`src/hdl/ssi_pkg.sv`:
```
// Shared constants and types for the SSI encoder reader.
`default_nettype none

package ssi_pkg;

    // Encoder word length and the toggle count at which a frame ends.
    localparam int DATA_BITS   = 14;
    localparam int CNT_W       = 6;
    localparam logic [CNT_W-1:0] LAST_TOGGLE = CNT_W'((DATA_BITS + 1) * 2);

    localparam int POS_W       = 14;
    localparam int SEQ_W       = 16;
    localparam int TS_W        = 32;
    localparam int STAMP_W     = 32;

    // Configuration register.
    localparam int CPU_W       = 10;
    localparam logic [CPU_W-1:0] CPU_RESET = CPU_W'(480);
    localparam int ADDR_W      = 3;
    localparam logic [ADDR_W-1:0] ADDR_CYCLES_PER_US = ADDR_W'(0);

    // Iterative divider: one quotient bit per step.
    localparam int DIV_STEPS   = STAMP_W;
    localparam int STEP_W      = $clog2(DIV_STEPS);

    // Stream widths.
    localparam int S_DATA_W    = 40;
    localparam int M_DATA_W    = 64;

    localparam logic OP_TICK   = 1'b0;
    localparam logic OP_START  = 1'b1;

    typedef enum logic [1:0] {
        ST_IDLE,
        ST_DIV,
        ST_FIN
    } seq_state_t;

endpackage

`default_nettype wire

```
`src/hdl/ssi_encoder_reader.sv`:
```
// SSI encoder master: tick-driven clock/shift sequencer with an iterative timestamp divider.
//
// Usage: each word on the slave stream is a timer tick (tuser = 0) or a start
// command (tuser = 1), with the sampled data line and a 32-bit core cycle stamp.
// Every accepted word produces exactly one result word on the master stream:
// the encoder clock level, and on the tick that ends a frame (tlast high) the
// 14-bit position, a wrapping frame number and the accumulated microseconds.
// Ordinary ticks and starts are answered in the cycle after acceptance, and the
// next word can follow right away when the result is taken.
// A frame-end tick runs a restoring division of the cycle delta by
// cycles_per_us, one quotient bit per cycle, then adds the quotient to the
// timestamp once the output register is free; s_tready is low meanwhile.
// cycles_per_us is written over the APB port (address 0); the user must write
// it only while the block is idle, as the block itself does not enforce this.
// A value of zero divides by one. Reset clears the sequencer, frame counter,
// timestamp and cycle stamp, and loads cycles_per_us with 480. While the
// receiver stalls, the result stays in the output register and no new word is accepted.
`default_nettype none

module ssi_encoder_reader
    import ssi_pkg::*;
(
    input  wire logic                  clk,
    input  wire logic                  rst_n,
    // APB configuration port
    input  wire logic                  psel,
    input  wire logic                  penable,
    input  wire logic                  pwrite,
    input  wire logic [ADDR_W-1:0]     paddr,
    input  wire logic [31:0]           pwdata,
    output logic      [31:0]           prdata,
    output logic                       pready,
    // Input stream
    input  wire logic                  s_tvalid,
    output logic                       s_tready,
    input  wire logic [S_DATA_W-1:0]   s_tdata,  // [0] data_level, [32:1] cycle_stamp, rest zero
    input  wire logic [0:0]            s_tuser,  // [0] operation
    // Result stream
    output logic                       m_tvalid,
    input  wire logic                  m_tready,
    output logic [M_DATA_W-1:0]        m_tdata,  // [0] clock_level, [14:1] position,
                                                 // [30:15] sequence_res, [62:31] timestamp_us
    output logic                       m_tlast   // frame_done
);

    seq_state_t         state_reg, state_next;
    logic [CPU_W-1:0]   cpu_reg;
    logic               running_reg, running_next;
    logic [CNT_W-1:0]   count_reg, count_next;
    logic [POS_W-1:0]   shift_reg, shift_next;
    logic               clock_reg, clock_next;
    logic [SEQ_W-1:0]   frame_reg, frame_next;
    logic [TS_W-1:0]    elapsed_reg, elapsed_next;
    logic [STAMP_W-1:0] stamp_reg, stamp_next;

    logic               out_valid_reg, out_valid_next;
    logic               out_clock_reg, out_clock_next;
    logic               out_last_reg, out_last_next;
    logic [POS_W-1:0]   out_pos_reg, out_pos_next;
    logic [SEQ_W-1:0]   out_seq_reg, out_seq_next;
    logic [TS_W-1:0]    out_ts_reg, out_ts_next;

    logic [STAMP_W-1:0] dq_reg, dq_next;
    logic [CPU_W-1:0]   rem_reg, rem_next;
    logic [CPU_W-1:0]   div_reg, div_next;
    logic [STEP_W-1:0]  step_reg, step_next;
    logic [POS_W-1:0]   pos_reg, pos_next;

    logic               in_fire;
    logic               out_free;
    logic               in_level;
    logic [STAMP_W-1:0] in_stamp;
    logic [CNT_W-1:0]   count_inc;
    logic [CPU_W:0]     rem_shift;
    logic [CPU_W:0]     rem_diff;
    logic               cfg_write;

    assign in_level  = s_tdata[0];
    assign in_stamp  = s_tdata[STAMP_W:1];
    assign out_free  = !out_valid_reg || m_tready;
    assign s_tready  = (state_reg == ST_IDLE) && out_free;
    assign in_fire   = s_tvalid && s_tready;
    assign count_inc = count_reg + CNT_W'(1);
    assign rem_shift = {rem_reg, dq_reg[STAMP_W-1]};
    assign rem_diff  = rem_shift - {1'b0, div_reg};

    assign pready    = 1'b1;
    assign cfg_write = psel && penable && pwrite && pready && (paddr == ADDR_CYCLES_PER_US);
    assign prdata    = (paddr == ADDR_CYCLES_PER_US) ? {{(32-CPU_W){1'b0}}, cpu_reg} : 32'd0;

    assign m_tvalid  = out_valid_reg;
    assign m_tlast   = out_last_reg;
    assign m_tdata   = {1'b0, out_ts_reg, out_seq_reg, out_pos_reg, out_clock_reg};

    always_comb
    begin
        state_next     = state_reg;
        running_next   = running_reg;
        count_next     = count_reg;
        shift_next     = shift_reg;
        clock_next     = clock_reg;
        frame_next     = frame_reg;
        elapsed_next   = elapsed_reg;
        stamp_next     = stamp_reg;
        out_valid_next = out_valid_reg && !m_tready;
        out_clock_next = out_clock_reg;
        out_last_next  = out_last_reg;
        out_pos_next   = out_pos_reg;
        out_seq_next   = out_seq_reg;
        out_ts_next    = out_ts_reg;
        dq_next        = dq_reg;
        rem_next       = rem_reg;
        div_next       = div_reg;
        step_next      = step_reg;
        pos_next       = pos_reg;

        unique case (state_reg)
            ST_IDLE:
            begin
                if (in_fire)
                begin
                    if (s_tuser[0] == OP_START)
                    begin
                        running_next = 1'b1;
                    end
                    else if (running_reg && (count_reg < LAST_TOGGLE))
                    begin
                        clock_next = !clock_reg;
                        count_next = count_inc;
                        if (count_inc[0] && (count_inc > CNT_W'(2)))
                        begin
                            shift_next = {shift_reg[POS_W-2:0], in_level};
                        end
                    end
                    else if (running_reg)
                    begin
                        // Frame end: book the frame now, the timestamp after the division.
                        stamp_next   = in_stamp;
                        running_next = 1'b0;
                        frame_next   = frame_reg + SEQ_W'(1);
                        pos_next     = shift_reg;
                        shift_next   = '0;
                        count_next   = '0;
                        dq_next      = in_stamp - stamp_reg;
                        rem_next     = '0;
                        div_next     = (cpu_reg == '0) ? CPU_W'(1) : cpu_reg;
                        step_next    = '0;
                        state_next   = ST_DIV;
                    end

                    if (!(running_reg && (s_tuser[0] == OP_TICK)
                          && (count_reg >= LAST_TOGGLE)))
                    begin
                        out_valid_next = 1'b1;
                        out_clock_next = clock_next;
                        out_last_next  = 1'b0;
                        out_pos_next   = '0;
                        out_seq_next   = '0;
                        out_ts_next    = '0;
                    end
                end
            end

            ST_DIV:
            begin
                // Restoring division; the quotient replaces the dividend bit by bit.
                if (!rem_diff[CPU_W])
                begin
                    rem_next = rem_diff[CPU_W-1:0];
                    dq_next  = {dq_reg[STAMP_W-2:0], 1'b1};
                end
                else
                begin
                    rem_next = rem_shift[CPU_W-1:0];
                    dq_next  = {dq_reg[STAMP_W-2:0], 1'b0};
                end
                step_next = step_reg + STEP_W'(1);
                if (step_reg == STEP_W'(DIV_STEPS - 1))
                begin
                    state_next = ST_FIN;
                end
            end

            ST_FIN:
            begin
                if (out_free)
                begin
                    elapsed_next   = elapsed_reg + dq_reg;
                    out_valid_next = 1'b1;
                    out_clock_next = clock_reg;
                    out_last_next  = 1'b1;
                    out_pos_next   = pos_reg;
                    out_seq_next   = frame_reg;
                    out_ts_next    = elapsed_next;
                    state_next     = ST_IDLE;
                end
            end

            default:
            begin
                state_next = ST_IDLE;
            end
        endcase
    end

    always_ff @(posedge clk or negedge rst_n)
    begin
        if (!rst_n)
        begin
            state_reg     <= ST_IDLE;
            cpu_reg       <= CPU_RESET;
            running_reg   <= 1'b0;
            count_reg     <= '0;
            shift_reg     <= '0;
            clock_reg     <= 1'b0;
            frame_reg     <= '0;
            elapsed_reg   <= '0;
            stamp_reg     <= '0;
            out_valid_reg <= 1'b0;
        end
        else
        begin
            state_reg     <= state_next;
            running_reg   <= running_next;
            count_reg     <= count_next;
            shift_reg     <= shift_next;
            clock_reg     <= clock_next;
            frame_reg     <= frame_next;
            elapsed_reg   <= elapsed_next;
            stamp_reg     <= stamp_next;
            out_valid_reg <= out_valid_next;
            if (cfg_write)
            begin
                cpu_reg <= pwdata[CPU_W-1:0];
            end
        end
    end

    always_ff @(posedge clk)
    begin
        out_clock_reg <= out_clock_next;
        out_last_reg  <= out_last_next;
        out_pos_reg   <= out_pos_next;
        out_seq_reg   <= out_seq_next;
        out_ts_reg    <= out_ts_next;
        dq_reg        <= dq_next;
        rem_reg       <= rem_next;
        div_reg       <= div_next;
        step_reg      <= step_next;
        pos_reg       <= pos_next;
    end

endmodule

`default_nettype wire

```
`config.mk`:
```
export PLATFORM = sky130hd
export DESIGN_NAME = ssi_encoder_reader
export DESIGN_NICKNAME = d
export VERILOG_FILES = /design/src/hdl/ssi_pkg.sv /design/src/hdl/ssi_encoder_reader.sv
export SDC_FILE = /design/constraint.sdc
export NUM_CORES = 1
export LEC_CHECK = 0
export BUFFER_PORTS_ARGS = -buffer_cell sky130_fd_sc_hd__buf_2
export CAP_MARGIN = 40
export CORE_UTILIZATION = 50
export DETAILED_ROUTE_END_ITERATION = 12
export PLACE_DENSITY = 0.71
export SYNTH_ARGS = -nofsm -noshare
export SYNTH_HDL_FRONTEND = slang
export SYNTH_SLANG_ARGS = --single-unit
```
`constraint.sdc`:
```
create_clock -name clk -period 11.35 [get_ports clk]
set_input_delay 1.135 -clock clk [delete_from_list [all_inputs] [get_ports clk]]
set_output_delay 1.135 -clock clk [all_outputs]
set_load 0.02 [all_outputs]
```
# Word level (Yosys, flattened, before mapping)
# Index checks and enable logic that the tools add are counted.
[word_totals]
ff_bits = 250
inputBits = 83
[op_classes]
addsub = 6
magnitude_cmp = 3
n_eq_ne = 12
n_mux = 58
n_bitwise = 2
n_reduce_logical = 29
[ops]
columns = ["op", "count"]
rows = [
  ["$mux W32", 7],
  ["$pmux W32 S2", 2],
  ["$mux W14", 6],
  ["$mux W10", 6],
  ["$mux W16", 3],
  ["$add A32 B32 Y32", 1],
  ["$pmux W16 S2", 1],
  ["$sub A32 B32 Y32", 1],
  ["$pmux W14 S2", 1],
  ["$mux W5", 4],
  ["$pmux W10 S2", 1],
  ["$add A16 B1 Y16 const B", 1],
  ["$ne A2 B2 Y1 const B", 8],
  ["$reduce_and A5 Y1", 3],
  ["$mux W1", 14],
  ["$mux W2", 6],
  ["$mux W6", 2],
  ["$sub A11 B10 Y11", 1],
  ["$logic_and A1 B1 Y1", 10],
  ["$logic_not A10 Y1", 1],
  ["$pmux W5 S2", 1],
  ["$reduce_and A4 Y1", 2],
  ["$add A6 B1 Y6 const B", 1],
  ["$ge A6 B5 Y1 const B", 1],
  ["18 further kinds", 26],
]

# Longest topological paths before layout
# Gate-level depths: netlist of run 1.
[logic_depth]
ltp_word = 7
mapped_depth = 13
depth_no_buf = 12

# Least setup slack after synthesis of run 1
# Ideal clock, no wire load.
[synth_timing]
path_type = "input to register"
from = "in m_tready"
to = "reg out_last_reg, in the netlist m_tlast (enable)"
setup_ps = 565
arrival_time_ps = 5740
required_time_ps = 10785
setup_slack_ps = 5045
path_stages = 3
n_path_buf = 0
cell_sequence = "nand2b_1 > o21ai_0 > nor3_1"
[synth_between]
elab_chain_cells = 5
word_cells_on_any_way = 6
[synth_lines]
columns = ["element", "line", "source"]
rows = [
  ["from (decl)", "ssi_encoder_reader.sv:40", "input wire logic m_tready,"],
  ["$logic_or A1 B1 Y1 (*)", "ssi_encoder_reader.sv:80", "assign out_free = !out_valid_reg || m_tready;"],
  ["$logic_and A1 B1 Y1", "ssi_encoder_reader.sv:81", "assign s_tready = (state_reg == ST_IDLE) && out_free;"],
  ["$logic_and A1 B1 Y1", "ssi_encoder_reader.sv:82", "assign in_fire = s_tvalid && s_tready;"],
  ["$ne A2 B2 Y1 (no source line)", "n/a", ""],
  ["$reduce_and A4 Y1 (no source line) (*)", "n/a", ""],
  ["to (signal assigned)", "ssi_encoder_reader.sv:242", "out_last_reg <= out_last_next;"],
  ["to (decl)", "ssi_encoder_reader.sv:58", "logic out_last_reg, out_last_next;"],
]
# Mark *: on every way between the ends. The rest lies on a longest branch, timed or not.
# A chain may end at the register's enable or synchronous reset.

# Worst setup path in the final report of run 1
[layout_timing]
from = "in paddr[1]"
to = "out prdata[8]"
[layout_between]
elab_chain_cells = 2
[layout_lines]
columns = ["element", "line", "source"]
rows = [
  ["from (decl)", "ssi_encoder_reader.sv:29", "input wire logic [ADDR_W-1:0] paddr,"],
  ["$logic_not A3 Y1", "ssi_encoder_reader.sv:89", "assign prdata = (paddr == ADDR_CYCLES_PER_US) ? {{(32-CPU_W){1'b0}}, cpu_reg} : 32'd0;"],
  ["$mux W10", "ssi_encoder_reader.sv:89", ""],
  ["to (decl)", "ssi_encoder_reader.sv:31", "output logic [31:0] prdata,"],
]
# Every way passes these cells.

==> results of run 1 <==
## routing by layer
layer  GRT usage, %  wire length, microns  share of wire [%]  vias to the layer above
met2          30.34                 11650                 44                      242
met3          2.340                  1261                4.8                       38
met5              0                     0                  0                        -
li1               -                     -                  -                     4886
met1          27.82                 13090                 50                     4454
met4          4.467                   390                1.5                        0
## final timing paths
path / from / to / slack (ns) / cells after the start
hold reg to reg: shift_reg[13] / pos_reg[13] / 0.46 / 0
max in group asynchronous: rst_n / shift_reg[3] / 9.75 / 3
min in group asynchronous: rst_n / stamp_reg[9] / 0.59 / 1
setup reg to reg: dq_reg[31] / rem_reg[4] / 7.96 / 13
setup / recovery: paddr[1] / prdata[8] / 7.86 / 4
hold / removal: shift_reg[13] / pos_reg[13] / 0.46 / 0
## power by group
group          switching, mW  total, mW  internal [mW]
sequential            0.0662       1.18           1.12
clock                  0.354      0.901          0.548
combinational          0.501      0.842          0.341
## area by class of cell
| class | instances | area [sq um] |
|---|---|---|
| Fill cell | 2314 | 11430 |
| Multi-Input combinational cell | 954 | 6131 |
| Inverter | 71 | 266.5 |
| Sequential cell | 250 | 6937 |
| Clock buffer | 34 | 732.0 |
| Tap cell | 341 | 426.7 |
| Timing Repair Buffer | 142 | 765.7 |
| Clock inverter | 16 | 186.4 |
## per-stage QoR
stage	power [mW]	worst slack [ns]
after detailed placement	2.036	7.273
after CTS	2.949	7.808
after global placement	2.010	7.343
after floorplan	1.844	5.045
after global routing	3.101	7.538
final	2.928	7.859
## cell families (layout without fill, tap and decap cells)
group	Yosys count	count (layout)
mux	25	25
compound gates	331	331
xor+xnor	80	80
fa+ha+maj	81	81
flops	250	250
other cells	2	24
buf+inv	153	263
simple gates	413	413
## cell usage in the layout (no fill, tap or decap), drive strengths merged, types with 15 or more instances in the layout
cell type and count:
nor2 113, xor2 33, ha 78, inv 73, xnor2 47, and2 51
nand4 15, buf 142, clkbuf 34, a21oi 93, o21ai 121, conb 24
a21o 32, nand2 138, nand3 29, edfxtp 135, dfrtp 111, mux2 16
==> results.sh, run 1 <==
export IMPL_synth_top_area_cell="edfxtp_1"
export IMPL_cts_buffers=27
export IMPL_synth_compound_area_share_pct=15.07
export IMPL_fin_worst_skew_ns=0.006264
export IMPL_synth_simple_area_share_pct=14.30
export IMPL_report_final_slew_viol_count=0
export IMPL_synth_top_family_by_area="compound AO/OA/AOI/OAI gates"
export IMPL_cts_resized_gates=0
export IMPL_place_area_sq_um=14530
export IMPL_final_cell_area_sq_um=15440
export IMPL_h_tree_depth=1
export IMPL_fin_tns_setup_ns=0
export IMPL_grt_max_degree=94
export IMPL_syn_area_sq_um=13650
export IMPL_crit_path_start_kind="input port"
export IMPL_insertion_delay_ns=0.53
export IMPL_fin_crit_sh_pct=30.76
export IMPL_route_detailed_drc=0
export IMPL_path_cells="buf_2 > nor3_1 > and2_1 > buf_2"
export IMPL_required_ns=10.22
export IMPL_die_h_microns=167.2
export IMPL_synthToLayoutAreaGrowth_pct=13.13
export IMPL_row_count=60
export IMPL_yosys_top_cells_area="edfxtp_1, dfrtp_1, ha_1, nand2_1, o21ai_0"
export IMPL_netlist_top_cells_count="nand2_1, edfxtp_1, dfrtp_1, nor2_1, o21ai_0"
export IMPL_cp_slowest_stage_delay_ns=0.72
export IMPL_drive_gt1_share_pct=15.34
export IMPL_synth_seq_cells=250
export IMPL_crit_family="simple AND/OR/NAND/NOR gates"
export IMPL_initialDrtViolationCount=581
export IMPL_synthArstFlopShare_pct=46.00
export IMPL_maxCapViolations=0
export IMPL_holdWs_ns=0.4566
export IMPL_cts_hold_buf=0
export IMPL_status="completed"
export IMPL_placed_cells=1758
export IMPL_firstDrtPassIters=5
export IMPL_irDropWorstVdd_mv=0.1014
export IMPL_core_area_sq_um=26880
export IMPL_clk_path_buf_depth=3
export IMPL_cp_end_kind="primary output"
export IMPL_critPathKind="input port to primary output"
export IMPL_p_leak_nw=6.991
export IMPL_cts_sinks=250
export IMPL_synth_edff_count=135
export IMPL_viasPerCell=5.321
export IMPL_grt_pass1_wl_mm=44.35
export IMPL_cp_slowest_cell="nor3_1"
export IMPL_synthCells=1335
export IMPL_synth_ff_type="edfxtp_1"
export IMPL_routed_wl_mm=26.39
export IMPL_synth_adder_area_share_pct=7.589
export IMPL_tightestPinTransition_ns=0.9124
export IMPL_path_buf_inv=2
export IMPL_antenna_found_initial=0
export IMPL_post_cts_setup_buffers=0
export IMPL_yosys_cell_types_count=80
export IMPL_final_nets=1610
export IMPL_final_util_pct=57.47
export IMPL_max_slew_margin_rel_pct=39.17
export IMPL_worstPathMaxFanout=11
export IMPL_antenna_cells=0
export IMPL_synth_top_area_share_pct=29.69
export IMPL_place_congestion=0.8780
export IMPL_die_x_microns=167.2
export IMPL_routedWlPerCell_microns=14.60
export IMPL_drtAntennaViolNets=0
export IMPL_cts_root_buf="clkbuf_16"
export IMPL_final_hold_violation_count=0
export IMPL_clk_pin_slew_ns=0.06
export IMPL_synth_xor_area_share_pct=5.132
export IMPL_hpwl_mm=19.01
export IMPL_grt_pass1_vias=9109
export IMPL_stdcell_count=1808
export IMPL_min_path_type="flop to flop"
export IMPL_synth_mux_area_fraction_pct=2.007
export IMPL_powerDensity_nw_per_um2=189.6
export IMPL_vias=9620
export IMPL_syn_avg_cell_area_sq_um=10.23
export IMPL_yosys_warnings=0
export IMPL_cpMostUsedCell="buf_2"
export IMPL_fmax_mhz=286.5
export IMPL_grt_ovfl_total=0
export IMPL_port_buffers=129
export IMPL_cts_tree="built"
export IMPL_start_util_pct=50.80
export IMPL_grt_usage_pct=19.05
export IMPL_die_area_sq_um=27970
export IMPL_setup_viol=0
export IMPL_ios=183
export IMPL_rsz0062_at_grt="no"
export IMPL_arrival_ns=2.36
export IMPL_post_route_min_period_ns=3.491
export IMPL_synth_most_common_cell="nand2_1"
export IMPL_ys_seq_area_share_pct=50.81
No activity file was read; power rests on OpenSTA's default activity.
==> run 2: changes to the inputs <==
--- a/config.mk
+++ b/config.mk
@@ -9,7 +9,7 @@
 export CAP_MARGIN = 40
 export CORE_UTILIZATION = 50
 export DETAILED_ROUTE_END_ITERATION = 12
-export PLACE_DENSITY = 0.71
+export PLACE_DENSITY = 0.74
 export SYNTH_ARGS = -nofsm -noshare
 export SYNTH_HDL_FRONTEND = slang
 export SYNTH_SLANG_ARGS = --single-unit
==> constraint.sdc (replaced) <==
create_clock -name clk -period 2.95 [get_ports clk]
set_input_delay 0.295 -clock clk [delete_from_list [all_inputs] [get_ports clk]]
set_output_delay 0.295 -clock clk [all_outputs]
set_load 0.02 [all_outputs]
==> run 2 against run 1 <==
Combinational power grew to 4.2 times the previous value. Worst hold slack lost 0.44 ns. Wire length grew 6.8%. Power grew to 4.0 times the previous value. Largest cell class unchanged. Largest power group unchanged. Setup slack lost 7.8 ns. Die area is the same. Clock skew grew 0.0066 ns. Sequential share of layout area shrank 2.5 points.
==> results.sh, run 2 (synthesized netlist as in run 1, its figures left out) <==
export IMPL_p_leak_nw=7.399
export IMPL_viasPerCell=5.319
export IMPL_final_hold_violation_count=0
export IMPL_place_congestion=0.8769
export IMPL_start_util_pct=50.80
export IMPL_firstDrtPassIters=5
export IMPL_path_buf_inv=2
export IMPL_tightestPinTransition_ns=0.7840
export IMPL_clk_path_buf_depth=3
export IMPL_route_detailed_drc=0
export IMPL_routedWlPerCell_microns=14.92
export IMPL_cp_end_kind="flop"
export IMPL_final_common_cell="nand2_1"
export IMPL_dp_worst_setup_slack_ns=-0.09125
export IMPL_fin_ws_ns=0.09220
export IMPL_cpMostUsedCell="a311o_1"
export IMPL_die_x_microns=167.2
export IMPL_stdcell_count=1890
export IMPL_final_nets=1692
export IMPL_place_area_sq_um=14880
export IMPL_cp_slowest_stage_delay_ns=0.53
export IMPL_grt_max_degree=90
export IMPL_max_slew_margin_rel_pct=47.07
export IMPL_cts_tree="built"
export IMPL_fin_crit_sh_pct=96.87
export IMPL_h_tree_depth=1
export IMPL_irDropWorstVdd_mv=0.4582
export IMPL_cts_buffers=27
export IMPL_arrival_ns=3.14
export IMPL_grt_usage_pct=20.62
export IMPL_required_ns=3.24
export IMPL_drtAntennaViolNets=0
export IMPL_placed_cells=1795
export IMPL_fmax_mhz=349.9
export IMPL_critPathKind="input port to flop"
export IMPL_setup_viol=0
export IMPL_clk_pin_slew_ns=0.06
export IMPL_fin_tns_setup_ns=0
export IMPL_layout_common_cells="nand2_1, edfxtp_1, buf_2, dfrtp_1, nor2_1"
export IMPL_die_h_microns=167.2
export IMPL_grt_pass1_vias=9793
export IMPL_path_cells="dlygate4sd3_1 > buf_2 > ha_1 > a211oi_2 > nor2_2 > and4b_1 > o31ai_2 > a311o_1 > a311o_1 > xor2_1 > mux2_4"
export IMPL_core_area_sq_um=26880
export IMPL_fin_worst_skew_ns=0.01282
export IMPL_hpwl_mm=20.25
export IMPL_insertion_delay_ns=0.54
export IMPL_initialDrtViolationCount=501
export IMPL_die_area_sq_um=27970
export IMPL_crit_family="compound AO/OA/AOI/OAI gates"
export IMPL_drive_gt1_share_pct=19.24
export IMPL_status="completed"
export IMPL_post_route_min_period_ns=2.858
export IMPL_routed_wl_mm=28.19
export IMPL_maxCapViolations=0
export IMPL_final_cell_area_sq_um=16350
export IMPL_ios=183
export IMPL_fin_total_pwr_mw=11.63
export IMPL_antenna_found_initial=0
export IMPL_synthToLayoutAreaGrowth_pct=19.79
export IMPL_port_buffers=129
export IMPL_crit_path_start_kind="input port"
export IMPL_cts_root_buf="clkbuf_16"
export IMPL_min_path_type="input port to flop"
export IMPL_grt_ovfl_total=0
export IMPL_cp_slowest_cell="dlygate4sd3_1"
export IMPL_rsz0062_at_grt="no"
export IMPL_report_final_slew_viol_count=0
export IMPL_grt_pass1_wl_mm=47.88
export IMPL_row_count=60
export IMPL_cts_sinks=250
export IMPL_vias=10050
export IMPL_powerDensity_nw_per_um2=711.3
export IMPL_worstPathMaxFanout=5
export IMPL_antenna_cells=0
==> run 2: worst paths after layout <==
check / from / end / slack (ns) / cells past startpoint
max: s_tdata[8] / dq_reg[24] / 0.09 / 11
min in group asynchronous: rst_n / stamp_reg[9] / 0.22 / 2
min reg2reg: shift_reg[13] / pos_reg[13] / 0.45 / 0
max reg2reg: dq_reg[4] / out_ts_reg[29] / 0.12 / 10
min: s_tdata[13] / stamp_reg[12] / 0.02 / 3
max in group asynchronous: rst_n / count_reg[4] / 1.94 / 4
==> run 2: cell type report <==
cell class	count	area, sq um
fill	2264	10520
sequential	250	6937
multi-input combinational	954	6246
timing repair buffer	224	1529
clock buffer	33	759.5
tap	341	426.7
inverter	71	266.5
clock inverter	17	188.9
==> run 2: power breakdown <==
| group | switching, mW | internal (mW) | total [mW] | leakage [nW] |
|---|---|---|---|---|
| sequential | 0.259 | 4.30 | 4.56 | 2.68 |
| clock | 1.42 | 2.11 | 3.54 | 0.468 |
| combinational | 2.02 | 1.52 | 3.54 | 4.25 |
==> run 2: through the flow <==
step	hold slack (ns)	utilization (%)
after floorplan	-0.0005911	-
after detailed placement	0.2036	55.35
after global routing	0.004448	60.85
final	0.02007	60.85
after CTS	0.0005209	60.39
after global placement	0.4359	55.25
==> run 2: what timing repair did <==
action,4_1_cts,5_1_grt
resized for setup,3,21
endpoints found under the hold margin,113,0
endpoints found under the setup margin,11,31
hold buffers,39,0
buffers inserted,0,6
pin swaps,0,9
==> run 2: worst min-delay path: cells and delay by family <==
kind / cells / cell delay [ns]
AOI/OAI and AO/OA: 1 / 0.07
buffers and inverters: 1 / 0.10
and+or+nand+nor: 1 / 0.05
==> run 2: layer usage <==
metal	global-route usage (%)	share of wire, %	vias to the layer above	wire [microns]
met5	0	0	-	0
met4	5.066	1.5	0	427
met3	2.387	3.9	32	1090
met2	33.18	46	222	12880
met1	29.84	49	4740	13800
li1	-	-	5058	-
==> run 3: changes to the inputs <==
--- a/config.mk
+++ b/config.mk
@@ -7,6 +7,7 @@
 export LEC_CHECK = 0
 export BUFFER_PORTS_ARGS = -buffer_cell sky130_fd_sc_hd__buf_2
 export CAP_MARGIN = 40
+export CORE_ASPECT_RATIO = 1.4
 export CORE_UTILIZATION = 50
 export DETAILED_ROUTE_END_ITERATION = 12
 export PLACE_DENSITY = 0.74
==> run 3 against run 2 <==
Global-route usage down 0.31 points. Non-clock buffer count down 4. Setup slack better by 0.042 ns. Via count up 0.44%. Final area down 1.4%. Final cell count up 0.74%.
==> results.sh, run 3 (synthesized netlist as in run 1, its figures left out) <==
export IMPL_status="completed"
export IMPL_crit_path_start_kind="flop"
export IMPL_min_from="s_tdata[7]"
export IMPL_dp_worst_setup_slack_ns=-0.08378
export IMPL_arrival_ns=3.10
export IMPL_grt_pass1_vias=10090
export IMPL_r2r_cells=11
export IMPL_fin_tns_setup_ns=0
export IMPL_grt_usage_pct=20.31
export IMPL_clk_path_buf_depth=3
export IMPL_seq_area_sq_um=6937
export IMPL_use_met1_pct=23.83
export IMPL_cts_tree="built"
export IMPL_critPathKind="flop to flop"
export IMPL_firstDrtPassIters=5
export IMPL_fmax_mhz=355.2
export IMPL_initialDrtViolationCount=408
export IMPL_whs_path_depth=3
export IMPL_grt_use_met3_pct=2.570
export IMPL_route_detailed_drc=0
export IMPL_crit_family="compound AO/OA/AOI/OAI gates"
export IMPL_antenna_cells=0
export IMPL_met2_usage_pct=37.13
export IMPL_cpMostUsedCell="a311o_1"
export IMPL_final_hold_violation_count=0
export IMPL_p_leak_nw=7.274
export IMPL_vias=10100
export IMPL_rsz0062_at_grt="no"
export IMPL_cts_buffers=24
export IMPL_place_congestion=0.8869
export IMPL_tightestPinTransition_ns=0.7812
export IMPL_die_area_sq_um=27980
export IMPL_setup_viol=0
export IMPL_routed_wl_mm=27.55
export IMPL_report_final_slew_viol_count=0
export IMPL_irDropWorstVdd_mv=0.5121
export IMPL_routedWlPerCell_microns=14.47
export IMPL_antenna_found_initial=0
export IMPL_h_tree_depth=1
export IMPL_viasPerCell=5.303
export IMPL_final_nets=1685
export IMPL_final_common_cell="nand2_1"
export IMPL_grt_busiest_layer="met2"
export IMPL_max_slew_margin_rel_pct=47.26
export IMPL_path_cells="ha_1 > fa_2 > nor2b_4 > o2111ai_1 > and4b_1 > o31ai_2 > a311o_1 > a311o_1 > o221ai_1 > nand2_1 > o211ai_1"
export IMPL_fin_worst_skew_ns=0.02508
export IMPL_cp_slowest_stage_delay_ns=0.38
export IMPL_cp_slowest_cell="dfrtp_1"
export IMPL_fin_total_pwr_mw=11.03
export IMPL_reg2reg_from="stamp_reg[0]"
export IMPL_powerDensity_nw_per_um2=683.9
export IMPL_clk_pin_slew_ns=0.06
export IMPL_die_h_microns=197.5
export IMPL_grt_max_degree=65
export IMPL_maxCapViolations=0
export IMPL_min_path_type="input port to flop"
export IMPL_ios=183
export IMPL_min_to="stamp_reg[6]"
export IMPL_grt_ovfl_total=0
export IMPL_post_route_min_period_ns=2.815
export IMPL_fin_ws_ns=0.1346
export IMPL_final_util_pct=60.12
export IMPL_insertion_delay_ns=0.55
export IMPL_die_x_microns=141.7
export IMPL_drive_gt1_share_pct=18.91
export IMPL_drtAntennaViolNets=0
export IMPL_worstPathMaxFanout=2
export IMPL_fillerInstances=2280
export IMPL_row_count=71
export IMPL_r2r_end="dq_reg[28]"
export IMPL_core_area_sq_um=26830
export IMPL_required_ns=3.24
export IMPL_hpwl_mm=20.33
export IMPL_r2r_slack_ns=0.13
export IMPL_cts_sinks=250
export IMPL_port_buffers=129
export IMPL_synthToLayoutAreaGrowth_pct=18.16
export IMPL_cp_end_kind="flop"
export IMPL_cts_root_buf="clkbuf_16"
export IMPL_start_util_pct=50.89
export IMPL_path_buf_inv=0
export IMPL_grt_pass1_wl_mm=46.24
export IMPL_fin_crit_sh_pct=95.44
export IMPL_layout_common_cells="nand2_1, edfxtp_1, buf_2, dfrtp_1, nor2_1"
export IMPL_multi_input_area_sq_um=6240
run 3: how the worst max path moves through the flow:
stage                     depth (start not counted)          from          to
after floorplan                                   5  count_reg[2]     m_tlast
after global placement                           13    s_tdata[1]  dq_reg[26]
after detailed placement                         13    s_tdata[1]  dq_reg[30]
after CTS                                        11  stamp_reg[0]  dq_reg[30]
after global routing                             12  stamp_reg[1]  dq_reg[27]
final                                            11  stamp_reg[0]  dq_reg[28]
run 3: power by group:
part | switching (mW) | internal, mW
registers | 0.261 | 4.30
clock network | 1.34 | 1.64
logic | 1.97 | 1.52
total | 3.57 | 7.46
run 3: metrics by stage:
| step | cells | cell area, sq um | hold WS (ns) |
|---|---|---|---|
| detailed placement | 1825 | 14930 | 0.2653 |
| global placement | 1825 | 14930 | 0.2600 |
| global route | 1904 | 16130 | 0.006856 |
| finish | 1904 | 16130 | 0.004719 |
| floorplan | 1357 | 13770 | -0.0005911 |
| CTS | 1903 | 16060 | 0.001246 |
run 3: area by class of cell:
cell class,instances,share of cell area (%)
flip-flops and latches,250,43.00
multi-input cells,954,38.68
repair buffers,220,9.114
clock buffers,29,3.964
well taps,365,2.831
inverters,71,1.652
clock inverters,15,0.7524
run 3: tightest hold or removal path: stages:
cell	delay (ns)
buf_2	0.10
nand2_1	0.04
o21ai_0	0.06
run 3: what timing repair did:
action | in CTS | in global routing
gates resized for setup | 5 | 19
pin swaps | 0 | 11
setup buffers | 0 | 1
hold buffers | 34 | 0
setup endpoints to repair | 8 | 27
endpoints found under the hold margin | 64 | 0
run 3: routing by layer:
| layer | wire length, microns | vias to the layer above |
|---|---|---|
| met3 | 1035 | 59 |
| met1 | 11530 | 4781 |
| met2 | 14110 | 231 |
| met5 | 0 | - |
| met4 | 868 | 0 |
| li1 | - | 5025 |
